**src/design/lpfr_pkg.sv**
```systemverilog
// ---------------------------------------------------------------------------
// lpfr_pkg: shared types and constants for the length-prefixed frame receiver
// Transfer structs, status codes, register indexes and register reset values.
// ---------------------------------------------------------------------------
package lpfr_pkg;

  localparam int unsigned BYTE_W   = 8;
  localparam int unsigned STATUS_W = 2;
  localparam int unsigned CFG_IDX_W = 2;

  // Result status codes
  localparam logic [STATUS_W-1:0] ST_NONE    = 2'd0;
  localparam logic [STATUS_W-1:0] ST_OK      = 2'd1;
  localparam logic [STATUS_W-1:0] ST_INVALID = 2'd2;

  // Request types
  localparam logic REQ_BYTE  = 1'b0;
  localparam logic REQ_RESET = 1'b1;

  // Configuration register indexes
  localparam logic [CFG_IDX_W-1:0] REG_HEADER  = 2'd0;
  localparam logic [CFG_IDX_W-1:0] REG_VERSION = 2'd1;
  localparam logic [CFG_IDX_W-1:0] REG_MAX_LEN = 2'd2;

  // Configuration reset values
  localparam logic [BYTE_W-1:0] HEADER_RESET  = 8'd0;
  localparam logic [BYTE_W-1:0] VERSION_RESET = 8'd0;
  localparam logic [BYTE_W-1:0] MAX_LEN_RESET = 8'd252;

  typedef struct packed {
    logic              req_type;
    logic [BYTE_W-1:0] rx_byte;
  } in_item_t;

  typedef struct packed {
    logic [STATUS_W-1:0] status;
    logic                payload_valid;
    logic [BYTE_W-1:0]   payload_byte;
    logic [BYTE_W-1:0]   payload_index;
    logic [BYTE_W-1:0]   payload_len;
  } out_item_t;

endpackage

```
**src/design/length_prefixed_frame_receiver.sv**
```systemverilog
// ---------------------------------------------------------------------------
// length_prefixed_frame_receiver
// Byte-wide deframer: hunt for header, check version, take a two-byte
// big-endian length, then pass payload bytes out with their index.
// ---------------------------------------------------------------------------
// Usage:
//   Input channel (in_valid/in_ready/in_data) carries one transfer per
//   received byte, or a receiver-reset request (req_type set). Every input
//   transfer produces exactly one result transfer on the output channel
//   (out_valid/out_ready/out_data).
//   The result is registered: it sits in the output register in the cycle after
//   the input transfer. Throughput: one byte per cycle while the output is
//   drained; all phase logic is a single level of compare/decrement between
//   the state registers and the output register.
//   Stall: while a result sits unclaimed, in_ready drops; in_ready is high
//   whenever the output register is empty or being drained in the same cycle,
//   so a continuously ready sink sees no bubbles.
//   Config: cfg_wr_en/cfg_index/cfg_data write header, version and max length;
//   writes to unused indexes are dropped. Write only while idle.
//   Reset (rst, synchronous): phase returns to hunt, counters clear, the
//   output register empties, config registers take their defaults.
//   A length above max_payload or a bad version byte reports invalid and
//   returns to hunt; a zero length reports ok at once with an empty payload.
// ---------------------------------------------------------------------------
module length_prefixed_frame_receiver
  import lpfr_pkg::*;
(
  input  logic                 clk,
  input  logic                 rst,
  // input byte channel
  input  logic                 in_valid,
  output logic                 in_ready,
  input  in_item_t             in_data,
  // result channel
  output logic                 out_valid,
  input  logic                 out_ready,
  output out_item_t            out_data,
  // configuration write port
  input  logic                 cfg_wr_en,
  input  logic [CFG_IDX_W-1:0] cfg_index,
  input  logic [BYTE_W-1:0]    cfg_data
);

  // Receiver phases
  localparam logic [1:0] PH_HUNT    = 2'd0;
  localparam logic [1:0] PH_VERSION = 2'd1;
  localparam logic [1:0] PH_LENGTH  = 2'd2;
  localparam logic [1:0] PH_PAYLOAD = 2'd3;

  // Configuration registers
  logic [BYTE_W-1:0] header_value;
  logic [BYTE_W-1:0] version_value;
  logic [BYTE_W-1:0] max_payload;

  // Receiver state. Lengths above 255 are always rejected (max_payload is
  // 8 bits), so only the high length byte is kept and the remaining count
  // fits in 8 bits.
  logic [1:0]        phase,       phase_next;
  logic [BYTE_W-1:0] len_hi,      len_hi_next;
  logic              len_second,  len_second_next;  // next length byte is low
  logic [BYTE_W-1:0] bytes_left,  bytes_left_next;
  logic [BYTE_W-1:0] recv_count,  recv_count_next;

  out_item_t         result;
  logic              load;

  // Output register frees up when empty or drained this cycle
  assign in_ready = !out_valid || out_ready;
  assign load     = in_valid && in_ready;

  // ---- config writes ----
  always_ff @(posedge clk) begin
    if (rst) begin
      header_value  <= HEADER_RESET;
      version_value <= VERSION_RESET;
      max_payload   <= MAX_LEN_RESET;
    end else if (cfg_wr_en) begin
      case (cfg_index)
        REG_HEADER:  header_value  <= cfg_data;
        REG_VERSION: version_value <= cfg_data;
        REG_MAX_LEN: max_payload   <= cfg_data;
        default: ;
      endcase
    end
  end

  // ---- phase logic for one accepted transfer ----
  always_comb begin
    phase_next      = phase;
    len_hi_next     = len_hi;
    len_second_next = len_second;
    bytes_left_next = bytes_left;
    recv_count_next = recv_count;

    result.status        = ST_NONE;
    result.payload_valid = 1'b0;
    result.payload_byte  = '0;
    result.payload_index = '0;

    if (in_data.req_type == REQ_RESET) begin
      phase_next      = PH_HUNT;
      len_hi_next     = '0;
      len_second_next = 1'b0;
      bytes_left_next = '0;
      recv_count_next = '0;
    end else begin
      case (phase)
        PH_HUNT: begin
          if (in_data.rx_byte == header_value) begin
            phase_next = PH_VERSION;
          end
        end
        PH_VERSION: begin
          if (in_data.rx_byte == version_value) begin
            phase_next      = PH_LENGTH;
            len_hi_next     = '0;
            len_second_next = 1'b0;
          end else begin
            result.status = ST_INVALID;
            phase_next    = PH_HUNT;
          end
        end
        PH_LENGTH: begin
          if (!len_second) begin
            len_hi_next     = in_data.rx_byte;
            len_second_next = 1'b1;
          end else if ((len_hi != '0) || (in_data.rx_byte > max_payload)) begin
            result.status = ST_INVALID;
            phase_next    = PH_HUNT;
          end else if (in_data.rx_byte == '0) begin
            recv_count_next = '0;
            result.status   = ST_OK;
            phase_next      = PH_HUNT;
          end else begin
            recv_count_next = '0;
            bytes_left_next = in_data.rx_byte;
            phase_next      = PH_PAYLOAD;
          end
        end
        PH_PAYLOAD: begin
          result.payload_valid = 1'b1;
          result.payload_byte  = in_data.rx_byte;
          result.payload_index = recv_count;
          recv_count_next      = recv_count + 8'd1;
          bytes_left_next      = bytes_left - 8'd1;
          if (bytes_left == 8'd1) begin
            result.status = ST_OK;
            phase_next    = PH_HUNT;
          end
        end
        default: phase_next = PH_HUNT;
      endcase
    end

    result.payload_len = recv_count_next;
  end

  // ---- state registers ----
  always_ff @(posedge clk) begin
    if (rst) begin
      phase      <= PH_HUNT;
      len_hi     <= '0;
      len_second <= 1'b0;
      bytes_left <= '0;
      recv_count <= '0;
    end else if (load) begin
      phase      <= phase_next;
      len_hi     <= len_hi_next;
      len_second <= len_second_next;
      bytes_left <= bytes_left_next;
      recv_count <= recv_count_next;
    end
  end

  // ---- output register ----
  always_ff @(posedge clk) begin
    if (rst) begin
      out_valid <= 1'b0;
    end else if (load) begin
      out_valid <= 1'b1;
    end else if (out_ready) begin
      out_valid <= 1'b0;
    end
  end

  always_ff @(posedge clk) begin
    if (load) begin
      out_data <= result;
    end
  end

`ifndef SYNTH
  // every accepted byte leaves a result behind
  a_load_gives_result: assert property (@(posedge clk) disable iff (rst)
    load |=> out_valid)
    else $error("accepted transfer produced no result");

  // payload phase always has bytes outstanding
  a_payload_count: assert property (@(posedge clk) disable iff (rst)
    (phase == PH_PAYLOAD) |-> (bytes_left != '0))
    else $error("payload phase with zero bytes left");

  // the closing payload byte reports the full frame length
  a_ok_len: assert property (@(posedge clk) disable iff (rst)
    (out_valid && out_data.payload_valid && (out_data.status == ST_OK))
      |-> (out_data.payload_len == out_data.payload_index + 8'd1))
    else $error("frame length mismatch on last payload byte");

  // length phase only holds a high byte between the two length bytes
  a_len_hi: assert property (@(posedge clk) disable iff (rst)
    (phase == PH_LENGTH && !len_second) |-> (len_hi == '0))
    else $error("stale high length byte");
`endif

endmodule
```
**config.mk**
```make
export PLATFORM = sky130hd
export DESIGN_NAME = length_prefixed_frame_receiver
export DESIGN_NICKNAME = d
export VERILOG_FILES = /design/src/design/lpfr_pkg.sv /design/src/design/length_prefixed_frame_receiver.sv
export SDC_FILE = /design/constraint.sdc
export NUM_CORES = 1
export LEC_CHECK = 0
export ABC_AREA = 1
export CORE_ASPECT_RATIO = 0.75
export CORE_UTILIZATION = 40
export DETAILED_ROUTE_END_ITERATION = 8
export DONT_BUFFER_PORTS = 1
export PLACE_DENSITY_LB_ADDON = 0.3
export SETUP_SLACK_MARGIN = 0.3
export SYNTH_ARGS = -nofsm -noshare
export SYNTH_HDL_FRONTEND = slang
export SYNTH_SLANG_ARGS = --single-unit
```
**constraint.sdc**
```tcl
create_clock -name clk -period 2.3 [get_ports clk]
set_input_delay 0.46 -clock clk [delete_from_list [all_inputs] [get_ports clk]]
set_output_delay 0.46 -clock clk [all_outputs]
set_load 0.1 [all_outputs]
```
==> flow_metrics.tcl <==
set metrics [dict create \
    setup_slack_ns 0.410 \
    worstSetupEndpointType "output pin" \
    r2r_end "out_data[0]" \
    clockRootBuffer "clkbuf_16" \
    netlist-cell-type-count 35 \
    synth_top_area_share_pct 25.6 \
    ios 53 \
    coreArea_sq_um 9770 \
    vias 3561 \
    worstSetupStartpointType "flop" \
    synth.avg_cell_area_sq_um 7.65 \
    synth_top_family_by_area "simple AND/OR/NAND/NOR gates" \
    path_delay_family "simple AND/OR/NAND/NOR gates" \
    setup.worst_path.class "reg -> out" \
    critPathSlowestCell "nand2_2" \
    die_w_um 118 \
    cellPowerDensity_nw_per_um2 718 \
    ys.flop_type "dfxtp_1" \
    status "completed" \
    fin_area_sq_um 4720 \
    cp_max_fo 2 \
    post_cts_buffers 0 \
    final-setup-viol-count 0 \
    required_ns 1.84 \
    hold_path.class "in -> reg" \
    path_cells "buf_4 -> nand2_2" \
    rr_worst_depth 11 \
    rsz0062_at_grt "true" \
    grt_pass1_wl_um 15900 \
    htreeDepth 3 \
    grt_pass1_vias 3315 \
    synth.yosys.seq_area_share_pct 45.6 \
    numCtsBuffers 9 \
    min_to "bytes_left[6]" \
    synth_nets 566 \
    num-fill-cells 958 \
    ir_drop_v 0.000520 \
    area_growth_pct 16.4 \
    skew_ns 0.00706 \
    dp.cells 680 \
    wl_per_cell_um 14.2 \
    grt_usage_pct 19.5 \
    hold_buffers 0 \
    ys_top_cells_by_area "dfxtp_1 26%, edfxtp_1 20%, nand2_1 11%" \
    timing.rr.start "max_payload[7]" \
    synth-simple-area-share_pct 25.9 \
    grt_max_degree 45 \
    synthAdderAreaFrac_pct 3.39 \
    synth_commonest_cells "114 x nand2_1, 90 x nor2_1, 57 x inv_1, 52 x dfxtp_1, 50 x a21oi_1" \
    die_area_sq_um 10600 \
    fin_cells 697 \
    grt_overflow 0 \
    synth_cells 531 \
    drv_slew 0 \
    synth_top_cell_by_area "dfxtp_1" \
    synth_seq_cells 79 \
    hp-start "rst" \
    min_path_cells 1 \
    holdWs_ns 0.182 \
    drive_above_1_share_pct 12.2 \
    timing.final.crit_share_pct 82.2 \
    gp_congestion 0.834 \
    r2r_slack_ns 0.48 \
    cts_sinks 79 \
    max_slew_margin_pct 64.8 \
    period_minus_slack_ns 1.89 \
    clk_pin_slew_ns 0.06 \
    arrival_ns 1.43 \
    yosys_warnings 0 \
    clk_latency_ns 0.34 \
    cts_resized 0 \
    synth-edff-count 27 \
    synth_area_sq_um 4060 \
    cp_slowest_stage_delay_ns 0.40 \
    synth_compound_area_share_pct 13.7 \
    cts_buffer_depth 2 \
    start_util_pct 41.5 \
    drc 0 \
    drt_iter0_markers 296 \
    final_hold_viol_count 0 \
    p_leak_nw 2.07 \
    rows 31 \
    place_ws_ns 0.213 \
    fin_util_pct 48.3 \
    vias_per_cell 5.11 \
    diodes 0 \
    post-synth-top-count-cell "nand2_1" \
    dp_hpwl_um 6830 \
    io_buffers 0 \
    firstDrtPassIters 6 \
    critical_path_buf_inv_count 1 \
    maxCapViolCount 0 \
    cts_tree "built" \
    fin_nets 595 \
    tns_ns 0 \
    drt-total-wl_um 9900 \
    antenna_left 0 \
    tightest_slew_ns 0.526 \
    die_h_um 89.3 \
    clock.fmax_mhz 529 \
    synth_xor_area_share_pct 3.45 \
    synthMuxAreaShare_pct 0 \
    power_mw 3.39 \
    grt_antenna_before_repair 0 \
    async_reset_ff_share_pct 0 \
    placed_cell_area_sq_um 4410 \
]
worst register-to-register path: cells and delay by family (launching register included):
kind	cells	cell delay (ns)
AO/OA/AOI/OAI	1	0.18
adder cells (fa/ha/maj)	1	0.29
flip-flops	1	0.31
AND/OR/NAND/NOR	6	0.58
buffers and inverters	3	0.22
cell families after synthesis:
| logic type | count (synthesis) |
|---|---|
| xor gates and xnor gates | 16 |
| and+or+nand+nor | 247 |
| DFF | 79 |
| buffers and inverters | 77 |
| AOI/OAI and AO/OA | 101 |
| adders and majority gates | 11 |
flip-flops by register name, summed over array words and instances, names as in the netlist:
signal         flops
version_value      8
max_payload        8
phase              2
out_data          27
recv_count         8
out_valid          1
len_second         1
header_value       8
bytes_left         8
len_hi             8
metal layers:
layer / vias up / track usage, % / routed length (um) / part of all wire, %
met5: - / 0 / 0 / 0
li1: 1783 / - / - / -
met3: 15 / 4.78 / 607 / 6.1
met1: 1644 / 25.8 / 4860 / 49
met2: 119 / 31.1 / 4270 / 43
met4: 0 / 7.58 / 158 / 1.6
report_power, final:
part / leakage (nW) / internal (mW) / switching, mW / total [mW]
Sequential: 0.699 / 1.51 / 0.0392 / 1.55
Clock: 0.135 / 0.794 / 0.547 / 1.34
Combinational: 1.24 / 0.134 / 0.371 / 0.505
area by class of cell:
type | count | area [sq um] | area share, %
inverters | 60 | 225 | 4.77
flip-flops and latches | 79 | 1850 | 39.2
multi-input cells | 376 | 1940 | 41.0
clock inverters | 3 | 17.5 | 0.371
repair buffers | 34 | 268 | 5.67
well taps | 132 | 165 | 3.50
clock buffers | 13 | 262 | 5.53
worst max path at each step:
| stage | end | startpoint | depth (start not counted) |
|---|---|---|---|
| final | in_ready | out_valid | 2 |
| after global routing | bytes_left[5] | max_payload[5] | 12 |
| after CTS | out_data[0] | max_payload[7] | 11 |
| after detailed placement | out_data[0] | in_data[7] | 10 |
| after global placement | out_data[0] | in_data[7] | 10 |
| after floorplan | in_ready | out_valid | 1 |
cell usage in the layout (no fill, tap or decap), types with 10 or more instances in the layout:
cell type / n
ha_1: 11
xnor2_1: 14
inv_1: 57
edfxtp_1: 27
o21ai_0: 36
nand3_1: 21
nand2_1: 112
clkbuf_16: 10
buf_4: 33
a21oi_1: 50
dfxtp_1: 52
nor2_1: 89
(Power assumes the default switching activity.)
